[src/rtl/core/assert_macros.svh]
// Assertion macros shared by the RTL of the gate router.
// Defining SYNTH removes every assertion from the build.
`ifndef ASSERT_MACROS_SVH
`define ASSERT_MACROS_SVH
`ifndef SYNTH
`define MTR_ASSERT_IMP(lbl, clk, rst, ante, cons) \
  lbl: assert property (@(posedge clk) disable iff (rst) (ante) |-> (cons)) \
    else $error("assertion failed");
`define MTR_ASSERT_NXT(lbl, clk, rst, ante, cons) \
  lbl: assert property (@(posedge clk) disable iff (rst) (ante) |=> (cons)) \
    else $error("assertion failed");
`else
`define MTR_ASSERT_IMP(lbl, clk, rst, ante, cons)
`define MTR_ASSERT_NXT(lbl, clk, rst, ante, cons)
`endif
`endif

[src/rtl/core/mtr_pkg.sv]
// Package of the gate router: widths, codes, exp tables and shared types.
// Used by the interfaces, the exp unit, the divider and the top level.
`default_nettype none
package mtr_pkg;
  localparam int MAX_EXPERTS = 64;
  localparam int MAX_SELECT  = 8;
  localparam int IDX_W   = $clog2(MAX_EXPERTS);
  localparam int CNT_W   = $clog2(MAX_EXPERTS) + 1;
  localparam int SEL_W   = $clog2(MAX_SELECT);
  localparam int KCNT_W  = 4;
  localparam int LOGIT_W = 16;
  localparam int SCORE_W = 17;
  localparam int WT_W    = 24;
  localparam int DVD_W   = 33;
  localparam int DVR_W   = 24;
  localparam int CFG_W   = 16;
  localparam int CFG_IDX_W = 3;

  typedef enum logic [CFG_IDX_W-1:0] {
    CFG_EXPERT_COUNT = 3'd0,
    CFG_SELECT_COUNT = 3'd1,
    CFG_GATE_MODE    = 3'd2,
    CFG_NORMALIZE    = 3'd3,
    CFG_ROUTE_SCALE  = 3'd4
  } cfg_idx_t;

  typedef enum logic [1:0] {
    GATE_SOFTMAX     = 2'd0,
    GATE_SIGMOID     = 2'd1,
    GATE_SEL_SOFTMAX = 2'd2,
    GATE_INVALID     = 2'd3
  } gate_mode_t;

  typedef struct packed {
    logic             start;
    logic [DVD_W-1:0] dividend;
    logic [DVR_W-1:0] divisor;
  } div_req_t;

  typedef struct packed {
    logic               busy;
    logic               done;
    logic [SCORE_W-1:0] quotient;
  } div_rsp_t;

  function automatic logic [SCORE_W-1:0] exp_int_f(input logic [3:0] idx);
    logic [SCORE_W-1:0] v;
    case (idx)
      4'd0:    v = 17'd65536;
      4'd1:    v = 17'd24109;
      4'd2:    v = 17'd8869;
      4'd3:    v = 17'd3263;
      4'd4:    v = 17'd1200;
      4'd5:    v = 17'd442;
      4'd6:    v = 17'd162;
      4'd7:    v = 17'd60;
      4'd8:    v = 17'd22;
      4'd9:    v = 17'd8;
      4'd10:   v = 17'd3;
      4'd11:   v = 17'd1;
      default: v = 17'd0;
    endcase
    return v;
  endfunction

  function automatic logic [SCORE_W-1:0] exp_mid_f(input logic [3:0] idx);
    logic [SCORE_W-1:0] v;
    case (idx)
      4'd0:    v = 17'd65536;
      4'd1:    v = 17'd61565;
      4'd2:    v = 17'd57835;
      4'd3:    v = 17'd54331;
      4'd4:    v = 17'd51039;
      4'd5:    v = 17'd47947;
      4'd6:    v = 17'd45042;
      4'd7:    v = 17'd42313;
      4'd8:    v = 17'd39750;
      4'd9:    v = 17'd37341;
      4'd10:   v = 17'd35079;
      4'd11:   v = 17'd32954;
      4'd12:   v = 17'd30957;
      4'd13:   v = 17'd29081;
      4'd14:   v = 17'd27319;
      default: v = 17'd25664;
    endcase
    return v;
  endfunction

  function automatic logic [SCORE_W-1:0] exp_low_f(input logic [3:0] idx);
    logic [SCORE_W-1:0] v;
    case (idx)
      4'd0:    v = 17'd65536;
      4'd1:    v = 17'd65280;
      4'd2:    v = 17'd65026;
      4'd3:    v = 17'd64772;
      4'd4:    v = 17'd64520;
      4'd5:    v = 17'd64268;
      4'd6:    v = 17'd64018;
      4'd7:    v = 17'd63768;
      4'd8:    v = 17'd63520;
      4'd9:    v = 17'd63272;
      4'd10:   v = 17'd63025;
      4'd11:   v = 17'd62780;
      4'd12:   v = 17'd62535;
      4'd13:   v = 17'd62291;
      4'd14:   v = 17'd62048;
      default: v = 17'd61806;
    endcase
    return v;
  endfunction
endpackage
`default_nettype wire

[src/rtl/core/mtr_if.sv]
// Valid/ready channel interfaces of the gate router: logit beats in, route beats out.
// Depends on mtr_pkg for the field widths.
`default_nettype none
interface mtr_in_if;
  logic                                 valid;
  logic                                 ready;
  logic signed [mtr_pkg::LOGIT_W-1:0]   logit;
  modport source (output valid, output logit, input ready);
  modport sink (input valid, input logit, output ready);
endinterface

interface mtr_out_if;
  logic                            valid;
  logic                            ready;
  logic [mtr_pkg::IDX_W-1:0]       expert_id;
  logic [mtr_pkg::WT_W-1:0]        weight;
  logic                            last_of_row;
  logic                            error;
  modport source (output valid, output expert_id, output weight, output last_of_row,
                  output error, input ready);
  modport sink (input valid, input expert_id, input weight, input last_of_row,
                input error, output ready);
endinterface
`default_nettype wire

[src/rtl/core/mtr_exp.sv]
// Two-stage exp(-m) unit for a Q8.8 magnitude, giving a Q1.16 result.
// Depends on mtr_pkg for the lookup tables.
`default_nettype none
module mtr_exp (
  input  wire logic                         clk,
  input  wire logic [15:0]                  arg,
  output logic      [mtr_pkg::SCORE_W-1:0]  result
);
  import mtr_pkg::*;

  logic [32:0]        prod1;
  logic [SCORE_W-1:0] r1;
  logic [3:0]         low_idx;
  logic               zero1;
  logic [32:0]        prod2;

  assign prod1 = 33'(exp_int_f(arg[11:8])) * 33'(exp_mid_f(arg[7:4])) + 33'd32768;
  assign prod2 = 33'(r1) * 33'(exp_low_f(low_idx)) + 33'd32768;

  always_ff @(posedge clk) begin
    r1      <= prod1[32:16];
    low_idx <= arg[3:0];
    zero1   <= (arg[15:8] >= 8'd12);
    result  <= zero1 ? '0 : prod2[32:16];
  end
endmodule
`default_nettype wire

[src/rtl/core/mtr_div.sv]
// Restoring divider, one quotient bit per cycle, shared by all weight divisions.
// Depends on mtr_pkg for widths and the request and response structs.
`default_nettype none
module mtr_div (
  input  wire logic               clk,
  input  wire logic               rst,
  input  wire mtr_pkg::div_req_t  req,
  output mtr_pkg::div_rsp_t       rsp
);
  import mtr_pkg::*;

  localparam int STEP_W = $clog2(DVD_W + 1);

  logic [STEP_W-1:0]  steps;
  logic               busy;
  logic               done;
  logic [DVD_W-1:0]   dvd;
  logic [DVR_W-1:0]   dvr;
  logic [DVR_W-1:0]   rem;
  logic [SCORE_W-1:0] quo;
  logic [DVR_W:0]     trial;
  logic               fits;

  assign trial = {rem, dvd[DVD_W-1]};
  assign fits  = trial >= {1'b0, dvr};

  always_ff @(posedge clk) begin
    if (rst) begin
      busy  <= 1'b0;
      done  <= 1'b0;
      steps <= '0;
    end else begin
      done <= 1'b0;
      if (req.start) begin
        busy  <= 1'b1;
        steps <= STEP_W'(DVD_W);
        dvd   <= req.dividend;
        dvr   <= req.divisor;
        rem   <= '0;
        quo   <= '0;
      end else if (busy) begin
        dvd   <= {dvd[DVD_W-2:0], 1'b0};
        rem   <= fits ? DVR_W'(trial - {1'b0, dvr}) : trial[DVR_W-1:0];
        quo   <= {quo[SCORE_W-2:0], fits};
        steps <= steps - 1'b1;
        if (steps == STEP_W'(1)) begin
          busy <= 1'b0;
          done <= 1'b1;
        end
      end
    end
  end

  assign rsp.busy     = busy;
  assign rsp.done     = done;
  assign rsp.quotient = quo;
endmodule
`default_nettype wire

[src/rtl/core/moe_topk_gate_router_top.sv]
// Top level of the mixture-of-experts top-k gate router.
// Depends on mtr_pkg, mtr_if, mtr_exp, mtr_div and assert_macros.svh.
//
// Usage: logit_ch carries one signed Q8.8 logit per beat, experts in index order.
// Logits load at one beat per cycle while ready is high. After the last logit of
// a row the block drops ready and runs the gate: for softmax and sigmoid, passes
// over the score memory through one shared exp unit and one shared bit-serial
// divider; then k top-k scans over the row's experts. Renormalization adds one
// division per selected expert; the divider dominates.
// route_ch then gives k beats (expert_id, weight, last_of_row), best first,
// or one error beat. A stalled receiver holds the current beat and the block;
// no logit is taken until the last beat of the row is delivered.
// Configuration is written through cfg_we/cfg_index/cfg_data while idle: the
// user must keep to this, as the block itself does not enforce it.
// Synchronous reset restores the register defaults and empties the row;
// the score memory needs no clearing pass.
`default_nettype none
`include "assert_macros.svh"
module moe_topk_gate_router_top (
  input  wire logic                             clk,
  input  wire logic                             rst,
  mtr_in_if.sink                                logit_ch,
  mtr_out_if.source                             route_ch,
  input  wire logic                             cfg_we,
  input  wire logic [mtr_pkg::CFG_IDX_W-1:0]    cfg_index,
  input  wire logic [mtr_pkg::CFG_W-1:0]        cfg_data
);
  import mtr_pkg::*;

  typedef enum logic [4:0] {
    S_LOAD, S_CHECK, S_ERR,
    S_A_RD, S_A_EXP0, S_A_EXP1, S_A_EXP2,
    S_B_RD, S_B_DIV, S_B_WAIT,
    S_G_RD, S_G_EXP0, S_G_EXP1, S_G_EXP2, S_G_WAIT,
    S_T_RD, S_T_CMP,
    S_W_RD, S_W_GET, S_W_EXP1, S_W_EXP2,
    S_D_DIV, S_D_WAIT, S_N_SUM, S_N_DIV, S_N_WAIT,
    S_SCALE, S_EMIT
  } state_t;

  state_t               state;
  logic [CNT_W-1:0]     expert_count;
  logic [KCNT_W-1:0]    select_count;
  gate_mode_t           gate_mode;
  logic                 normalize_enable;
  logic [15:0]          route_scale;

  logic [CNT_W-1:0]          load_index;
  logic signed [LOGIT_W-1:0] running_max;
  logic [WT_W-1:0]           running_sum;
  logic [CNT_W-1:0]          row_n;
  logic [KCNT_W-1:0]         row_k;
  logic [CNT_W-1:0]          idx;
  logic [KCNT_W-1:0]         sel;
  logic                      have;
  logic [IDX_W-1:0]          best_idx;
  logic [SCORE_W-1:0]        best_val;
  logic [MAX_EXPERTS-1:0]    used;
  logic [IDX_W-1:0]          selected_ids [MAX_SELECT];
  logic [WT_W-1:0]           selected_weights [MAX_SELECT];
  logic [SCORE_W-1:0]        top;
  logic                      neg;

  logic [SCORE_W-1:0] score_store [MAX_EXPERTS];
  logic [SCORE_W-1:0] rdata;
  logic [IDX_W-1:0]   raddr;
  logic               mem_we;
  logic [IDX_W-1:0]   waddr;
  logic [SCORE_W-1:0] wdata;

  logic [15:0]        exp_arg;
  logic [SCORE_W-1:0] exp_out;
  div_req_t           div_req;
  div_rsp_t           div_rsp;

  logic               in_beat;
  logic               out_beat;
  logic               load_bad;
  logic               row_end;
  logic               sel_bad;
  logic               take_now;
  logic [IDX_W-1:0]   new_best;
  logic [LOGIT_W-1:0] x_abs;
  logic [DVR_W-1:0]   norm_sum;
  logic [32:0]        scaled;
  logic [SEL_W-1:0]   sel_i;
  logic [IDX_W-1:0]   idx_i;
  logic               idx_last;
  logic               sel_last;

  mtr_exp u_exp (.clk(clk), .arg(exp_arg), .result(exp_out));
  mtr_div u_div (.clk(clk), .rst(rst), .req(div_req), .rsp(div_rsp));

  assign sel_i    = sel[SEL_W-1:0];
  assign idx_i    = idx[IDX_W-1:0];
  assign idx_last = (idx + 1'b1) == row_n;
  assign sel_last = (sel + 1'b1) == row_k;

  assign logit_ch.ready = (state == S_LOAD);
  assign in_beat  = logit_ch.valid && logit_ch.ready;
  assign out_beat = route_ch.valid && route_ch.ready;

  assign load_bad = (expert_count == '0) || (expert_count > CNT_W'(MAX_EXPERTS))
                    || (load_index >= CNT_W'(MAX_EXPERTS));
  assign row_end  = (load_index + 1'b1) >= expert_count;
  assign sel_bad  = (select_count == '0) || (select_count > KCNT_W'(MAX_SELECT))
                    || (CNT_W'(select_count) > row_n) || (gate_mode == GATE_INVALID);

  assign take_now = !used[idx_i] && (!have ||
                    ((gate_mode == GATE_SEL_SOFTMAX) ? ($signed(rdata) > $signed(best_val))
                                                     : (rdata > best_val)));
  assign new_best = take_now ? idx_i : best_idx;
  assign x_abs    = rdata[LOGIT_W-1] ? LOGIT_W'(-rdata[LOGIT_W-1:0]) : rdata[LOGIT_W-1:0];
  assign norm_sum = (running_sum < DVR_W'(4)) ? DVR_W'(4) : running_sum;
  assign scaled   = 33'(selected_weights[sel_i][SCORE_W-1:0]) * 33'(route_scale);

  always_comb begin
    case (state)
      S_A_EXP0: exp_arg = LOGIT_W'(running_max - $signed(rdata[LOGIT_W-1:0]));
      S_G_EXP0: exp_arg = x_abs;
      S_W_GET:  exp_arg = (sel == '0) ? '0 : LOGIT_W'(top[LOGIT_W-1:0] - rdata[LOGIT_W-1:0]);
      default:  exp_arg = '0;
    endcase
  end

  always_comb begin
    div_req = '0;
    case (state)
      S_B_DIV: begin
        div_req.start    = 1'b1;
        div_req.dividend = {rdata, 16'b0};
        div_req.divisor  = running_sum;
      end
      S_G_EXP2: begin
        div_req.start    = 1'b1;
        div_req.dividend = neg ? {exp_out, 16'b0} : DVD_W'(33'h1_0000_0000);
        div_req.divisor  = DVR_W'(exp_out) + DVR_W'(65536);
      end
      S_D_DIV: begin
        div_req.start    = 1'b1;
        div_req.dividend = {selected_weights[sel_i][SCORE_W-1:0], 16'b0};
        div_req.divisor  = running_sum;
      end
      S_N_DIV: begin
        div_req.start    = 1'b1;
        div_req.dividend = {selected_weights[sel_i][SCORE_W-1:0], 16'b0};
        div_req.divisor  = norm_sum;
      end
      default: div_req = '0;
    endcase
  end

  always_comb begin
    mem_we = 1'b0;
    waddr  = idx_i;
    wdata  = div_rsp.quotient;
    raddr  = idx_i;
    case (state)
      S_LOAD: begin
        mem_we = in_beat && !load_bad;
        waddr  = load_index[IDX_W-1:0];
        wdata  = SCORE_W'(logit_ch.logit);
      end
      S_A_EXP2: begin
        mem_we = 1'b1;
        wdata  = exp_out;
      end
      S_B_WAIT, S_G_WAIT: mem_we = div_rsp.done;
      S_W_RD:  raddr = selected_ids[sel_i];
      default: mem_we = 1'b0;
    endcase
  end

  always_ff @(posedge clk) begin
    if (mem_we) begin
      score_store[waddr] <= wdata;
    end
    rdata <= score_store[raddr];
  end

  assign route_ch.valid       = (state == S_EMIT) || (state == S_ERR);
  assign route_ch.error       = (state == S_ERR);
  assign route_ch.expert_id   = (state == S_ERR) ? '0 : selected_ids[sel_i];
  assign route_ch.weight      = (state == S_ERR) ? '0 : selected_weights[sel_i];
  assign route_ch.last_of_row = (state == S_ERR) || sel_last;

  always_ff @(posedge clk) begin
    if (rst) begin
      state            <= S_LOAD;
      expert_count     <= CNT_W'(8);
      select_count     <= KCNT_W'(2);
      gate_mode        <= GATE_SOFTMAX;
      normalize_enable <= 1'b0;
      route_scale      <= 16'd256;
      load_index       <= '0;
      running_max      <= '0;
      running_sum      <= '0;
      idx              <= '0;
      sel              <= '0;
      have             <= 1'b0;
      used             <= '0;
    end else begin
      if (cfg_we) begin
        case (cfg_idx_t'(cfg_index))
          CFG_EXPERT_COUNT: expert_count     <= cfg_data[CNT_W-1:0];
          CFG_SELECT_COUNT: select_count     <= cfg_data[KCNT_W-1:0];
          CFG_GATE_MODE:    gate_mode        <= gate_mode_t'(cfg_data[1:0]);
          CFG_NORMALIZE:    normalize_enable <= cfg_data[0];
          CFG_ROUTE_SCALE:  route_scale      <= cfg_data;
          default:          route_scale      <= route_scale;
        endcase
      end
      case (state)
        S_LOAD: begin
          if (in_beat) begin
            if (load_bad) begin
              state <= S_ERR;
            end else begin
              if (load_index == '0 || logit_ch.logit > running_max) begin
                running_max <= logit_ch.logit;
              end
              load_index <= load_index + 1'b1;
              if (row_end) begin
                row_n <= expert_count;
                state <= S_CHECK;
              end
            end
          end
        end
        S_CHECK: begin
          row_k       <= select_count;
          idx         <= '0;
          sel         <= '0;
          have        <= 1'b0;
          used        <= '0;
          running_sum <= '0;
          if (sel_bad) begin
            state <= S_ERR;
          end else begin
            case (gate_mode)
              GATE_SOFTMAX: state <= S_A_RD;
              GATE_SIGMOID: state <= S_G_RD;
              default:      state <= S_T_RD;
            endcase
          end
        end
        S_ERR: begin
          if (out_beat) begin
            load_index <= '0;
            state      <= S_LOAD;
          end
        end
        S_A_RD:   state <= S_A_EXP0;
        S_A_EXP0: state <= S_A_EXP1;
        S_A_EXP1: state <= S_A_EXP2;
        S_A_EXP2: begin
          running_sum <= running_sum + WT_W'(exp_out);
          idx         <= idx_last ? '0 : idx + 1'b1;
          state       <= idx_last ? S_B_RD : S_A_RD;
        end
        S_B_RD: state <= S_B_DIV;
        S_B_DIV: state <= S_B_WAIT;
        S_B_WAIT: begin
          if (div_rsp.done) begin
            idx   <= idx_last ? '0 : idx + 1'b1;
            state <= idx_last ? S_T_RD : S_B_RD;
          end
        end
        S_G_RD: state <= S_G_EXP0;
        S_G_EXP0: begin
          neg   <= rdata[LOGIT_W-1];
          state <= S_G_EXP1;
        end
        S_G_EXP1: state <= S_G_EXP2;
        S_G_EXP2: state <= S_G_WAIT;
        S_G_WAIT: begin
          if (div_rsp.done) begin
            idx   <= idx_last ? '0 : idx + 1'b1;
            state <= idx_last ? S_T_RD : S_G_RD;
          end
        end
        S_T_RD: state <= S_T_CMP;
        S_T_CMP: begin
          if (idx_last) begin
            selected_ids[sel_i] <= new_best;
            used[new_best]      <= 1'b1;
            idx                 <= '0;
            have                <= 1'b0;
            sel                 <= sel_last ? '0 : sel + 1'b1;
            running_sum         <= '0;
            state               <= sel_last ? S_W_RD : S_T_RD;
          end else begin
            if (take_now) begin
              best_idx <= idx_i;
              best_val <= rdata;
              have     <= 1'b1;
            end
            idx   <= idx + 1'b1;
            state <= S_T_RD;
          end
        end
        S_W_RD: state <= S_W_GET;
        S_W_GET: begin
          if (sel == '0) begin
            top <= rdata;
          end
          if (gate_mode == GATE_SEL_SOFTMAX) begin
            state <= S_W_EXP1;
          end else begin
            selected_weights[sel_i] <= WT_W'(rdata);
            sel <= sel_last ? '0 : sel + 1'b1;
            if (!sel_last) begin
              state <= S_W_RD;
            end else if (normalize_enable) begin
              state <= S_N_SUM;
            end else begin
              state <= (route_scale != '0) ? S_SCALE : S_EMIT;
            end
          end
        end
        S_W_EXP1: state <= S_W_EXP2;
        S_W_EXP2: begin
          selected_weights[sel_i] <= WT_W'(exp_out);
          running_sum <= running_sum + WT_W'(exp_out);
          sel   <= sel_last ? '0 : sel + 1'b1;
          state <= sel_last ? S_D_DIV : S_W_RD;
        end
        S_D_DIV: state <= S_D_WAIT;
        S_D_WAIT: begin
          if (div_rsp.done) begin
            selected_weights[sel_i] <= WT_W'(div_rsp.quotient);
            sel <= sel_last ? '0 : sel + 1'b1;
            if (!sel_last) begin
              state <= S_D_DIV;
            end else if (normalize_enable) begin
              running_sum <= '0;
              state       <= S_N_SUM;
            end else begin
              state <= (route_scale != '0) ? S_SCALE : S_EMIT;
            end
          end
        end
        S_N_SUM: begin
          running_sum <= running_sum + WT_W'(selected_weights[sel_i][SCORE_W-1:0]);
          sel   <= sel_last ? '0 : sel + 1'b1;
          state <= sel_last ? S_N_DIV : S_N_SUM;
        end
        S_N_DIV: state <= S_N_WAIT;
        S_N_WAIT: begin
          if (div_rsp.done) begin
            selected_weights[sel_i] <= WT_W'(div_rsp.quotient);
            sel <= sel_last ? '0 : sel + 1'b1;
            if (!sel_last) begin
              state <= S_N_DIV;
            end else begin
              state <= (route_scale != '0) ? S_SCALE : S_EMIT;
            end
          end
        end
        S_SCALE: begin
          selected_weights[sel_i] <= scaled[32] ? {WT_W{1'b1}} : scaled[31:8];
          sel   <= sel_last ? '0 : sel + 1'b1;
          state <= sel_last ? S_EMIT : S_SCALE;
        end
        S_EMIT: begin
          if (out_beat) begin
            if (sel_last) begin
              sel        <= '0;
              load_index <= '0;
              state      <= S_LOAD;
            end else begin
              sel <= sel + 1'b1;
            end
          end
        end
        default: state <= S_LOAD;
      endcase
    end
  end

  `MTR_ASSERT_IMP(a_no_overlap, clk, rst, logit_ch.ready, !route_ch.valid)
  `MTR_ASSERT_IMP(a_err_last, clk, rst, route_ch.valid && route_ch.error, route_ch.last_of_row)
  `MTR_ASSERT_NXT(a_row_done, clk, rst, out_beat && route_ch.last_of_row, logit_ch.ready)
  `MTR_ASSERT_IMP(a_div_idle, clk, rst, div_req.start, !div_rsp.busy)
endmodule
`default_nettype wire

[src/flat_wrapper.sv]
// flat-port wrapper written by rule: the top's interface ports become plain ports
module moe_topk_gate_router_top_flat import mtr_pkg::*;
  (clk, rst, cfg_we, cfg_index, cfg_data, logit_ch_valid, logit_ch_logit, logit_ch_ready, route_ch_valid, route_ch_expert_id, route_ch_weight, route_ch_last_of_row, route_ch_error, route_ch_ready);
  mtr_in_if logit_ch_i ();
  mtr_out_if route_ch_i ();
  input  wire logic clk;
  input  wire logic rst;
  input  wire logic cfg_we;
  input  wire logic [mtr_pkg::CFG_IDX_W-1:0] cfg_index;
  input  wire logic [mtr_pkg::CFG_W-1:0] cfg_data;
  input wire logic [$bits(logit_ch_i.valid)-1:0] logit_ch_valid;
  input wire logic [$bits(logit_ch_i.logit)-1:0] logit_ch_logit;
  output wire logic [$bits(logit_ch_i.ready)-1:0] logit_ch_ready;
  output wire logic [$bits(route_ch_i.valid)-1:0] route_ch_valid;
  output wire logic [$bits(route_ch_i.expert_id)-1:0] route_ch_expert_id;
  output wire logic [$bits(route_ch_i.weight)-1:0] route_ch_weight;
  output wire logic [$bits(route_ch_i.last_of_row)-1:0] route_ch_last_of_row;
  output wire logic [$bits(route_ch_i.error)-1:0] route_ch_error;
  input wire logic [$bits(route_ch_i.ready)-1:0] route_ch_ready;
  assign logit_ch_i.valid = logit_ch_valid;
  assign logit_ch_i.logit = logit_ch_logit;
  assign logit_ch_ready = logit_ch_i.ready;
  assign route_ch_valid = route_ch_i.valid;
  assign route_ch_expert_id = route_ch_i.expert_id;
  assign route_ch_weight = route_ch_i.weight;
  assign route_ch_last_of_row = route_ch_i.last_of_row;
  assign route_ch_error = route_ch_i.error;
  assign route_ch_i.ready = route_ch_ready;
  moe_topk_gate_router_top u_core (.clk(clk), .rst(rst), .logit_ch(logit_ch_i), .route_ch(route_ch_i), .cfg_we(cfg_we), .cfg_index(cfg_index), .cfg_data(cfg_data));
endmodule
[config.mk]
export PLATFORM = sky130hd
export DESIGN_NAME = moe_topk_gate_router_top_flat
export DESIGN_NICKNAME = d
export VERILOG_FILES = /design/src/rtl/core/mtr_pkg.sv /design/src/rtl/core/mtr_if.sv /design/src/rtl/core/mtr_exp.sv /design/src/rtl/core/mtr_div.sv /design/src/rtl/core/moe_topk_gate_router_top.sv /design/src/flat_wrapper.sv
export VERILOG_INCLUDE_DIRS = /design/src /design/src/rtl/core
export SDC_FILE = /design/constraint.sdc
export NUM_CORES = 2
export LEC_CHECK = 0
export ABC_AREA = 1
export BUFFER_PORTS_ARGS = -buffer_cell sky130_fd_sc_hd__buf_4
export CAP_MARGIN = 10
export CORE_MARGIN = 5
export CORE_UTILIZATION = 29
export DETAILED_ROUTE_END_ITERATION = 8
export PLACE_DENSITY = 0.51
export SLEW_MARGIN = 10
export SYNTH_ARGS = -nofsm -noshare
export SYNTH_HDL_FRONTEND = slang
export SYNTH_HIERARCHICAL = 1
export SYNTH_SLANG_ARGS = --single-unit
export TNS_END_PERCENT = 20
[constraint.sdc]
create_clock -name clk -period 11.15 [get_ports clk]
set_input_delay 2.7875 -clock clk [delete_from_list [all_inputs] [get_ports clk]]
set_output_delay 2.7875 -clock clk [all_outputs]
set_load 0.02 [all_outputs]
==> results.json <==
{
  "outcome": "completed",
  "num-fill-cells": 37784,
  "r2r_slack_ns": 1.74,
  "ys_warn_count": 6,
  "critPathMaxFanout": 12,
  "cap_viol_max_count": 0,
  "combPwrFrac": 0.180,
  "tns_ns": 0,
  "critical_path_required_ns": 11.85,
  "relSlewSlack": 0.2175,
  "arrival_ns": 10.11,
  "crit_family": "adder cells",
  "setup_slack_ns": 1.739,
  "crit_type": "reg2reg",
  "cts_hold_buf": 0,
  "timing.final.crit_period_ns": 9.411,
  "syn_area_per_cell_um2": 9.367,
  "initial_core_util": 0.2904,
  "crit_path_start_kind": "register",
  "io_pins": 74,
  "nets": 12430,
  "grt_pass1_vias": 74692,
  "path_buf_inv": 6,
  "wl_per_cell_um": 19.90,
  "cts_buffers": 183,
  "overflow": 0,
  "vias": 77652,
  "post-route-period-util": 0.8441,
  "placedCellCount": 15910,
  "max_freq_ghz": 0.1063,
  "rsz0062_at_grt": "false",
  "hp-class": "reg2reg",
  "coreArea_um2": 364700,
  "placed_area_um2": 111900,
  "die_w_um": 614.3,
  "stdcell_area_um2": 117500,
  "rows": 222,
  "drt_wl_total_mm": 323.4,
  "cts_tree": "done",
  "clock_path_buffers": 4,
  "endpoint_kind": "register",
  "p_leak_nw": 48.96,
  "p_sw_mw": 4.824,
  "antenna_found_initial": 19,
  "area_growth_pct": 10.97,
  "clk_latency_ns": 0.88,
  "cts.sinks": 1711,
  "layout-drive-gt1-share": 0.06410,
  "finClkSkew_ns": 0.09026,
  "hold_violations": 0,
  "slowest_delay_ns": 0.60,
  "post-dp-hpwl_mm": 219.2,
  "power_density_nw_per_um2": 137.4,
  "io_buffers": 73,
  "drc": 0,
  "instances_no_fill": 16248,
  "syn-cell-area_um2": 105900,
  "final_max_slew_viol_count": 0,
  "root_buffer": "clkbuf_16",
  "post_cts_buffers": 0,
  "peakVddDrop_mv": 0.1292,
  "clkPwrFrac": 0.364,
  "multiInputGateArea_um2": 47130,
  "place.gp.congestion": 0.9272,
  "intPower_mw": 11.32,
  "drtPass1Iterations": 6,
  "fp.dieH_um": 614.3,
  "synthCells": 11307,
  "setup_viol": 0,
  "max_slew.worst_pin.slew_ns": 1.174,
  "cts.repair.resized": 0,
  "htreeDepth": 4,
  "viasPerCell": 4.779,
  "track_usage": 0.1661,
  "preCtsSetupSlack_ns": 1.848,
  "dieArea_um2": 377400,
  "seqPwrFrac": 0.456,
  "clkSlewWorstSetupHoldPaths_ns": 0.06,
  "detail-route-antenna-nets": 0,
  "cpMostUsedCell": "nand2_1",
  "slowest_stage": "o211ai_1",
  "grt_max_degree": 199,
  "power.share.switching": 0.2988,
  "regArea_um2": 49040,
  "grt_pass1_wl_mm": 484.0,
  "first_iter_violations": 7312
}
[cells in the final DEF (no fill, tap or decap), types with 337 or more instances in the layout]
master / instances
edfxtp_1: 1477
o21ai_0: 372
a21oi_1: 517
inv_1: 2021
nand3_1: 791
o211ai_1: 337
ha_1: 504
nor2_1: 932
fa_1: 607
nand2_1: 2231
[area by class of cell]
type                            instances  area share
Timing Repair Buffer                  256     0.01674
Inverter                             2068     0.06615
Multi-Input combinational cell       7059      0.4010
Tap cell                             4816     0.05127
Clock buffer                          222     0.04077
Antenna cell                           12   0.0002555
Sequential cell                      1711      0.4173
Clock inverter                        104    0.006579
[per-stage QoR]
step	hold slack (ns)	total power [mW]	utilization
global placement	0.4132	10.38	0.3069
finish	0.4324	16.14	0.3223
detailed placement	0.4161	10.37	0.3069
global route	0.4509	16.82	0.3222
CTS	0.4315	16.28	0.3222
floorplan	0.4082	9.168	-
[flip-flops by register name, indices dropped and copies added, names as in the netlist, 16 cells and up, named ones only]
name,flops
u_core/best_val,17
u_core/rdata,17
u_core/route_scale,16
u_core/running_max,16
u_core/running_sum,24
u_core/score_store,1088
u_core/selected_ids,48
u_core/selected_weights,192
u_core/top,16
u_core/u_div/dvd,33
u_core/u_div/dvr,24
u_core/u_div/quo,17
u_core/u_div/rem,24
u_core/u_exp/r1,17
u_core/u_exp/result,17
u_core/used,64
[power by group through the flow]
stage,clock (mW),sequential [mW],combinational (mW)
6_report,5.88,7.37,2.90
5_1_grt,6.30,7.37,3.16
4_1_cts,6.04,7.36,2.88
3_5_place_dp,0,7.50,2.87
3_3_place_gp,0,7.50,2.88
2_1_floorplan,0,7.48,1.69
[worst paths after layout]
path,start,to,depth (start not counted)
worst max-delay path,u_core/rdata[1],u_core/u_exp/r1[12],35
worst min-delay path,u_core/expert_count[4],u_core/row_n[4],0
worst max register to register,u_core/rdata[1],u_core/u_exp/r1[12],35
worst min register to register,u_core/expert_count[4],u_core/row_n[4],0
[routing by layer]
metal | vias up | part of all wire | track usage
li1 | 36950 | - | -
met1 | 38073 | 0.46 | 0.2372
met2 | 2187 | 0.46 | 0.2666
met3 | 440 | 0.059 | 0.02130
met4 | 2 | 0.026 | 0.04225
met5 | - | 0.000040 | 0
No activity file was read; power rests on OpenSTA's default activity.
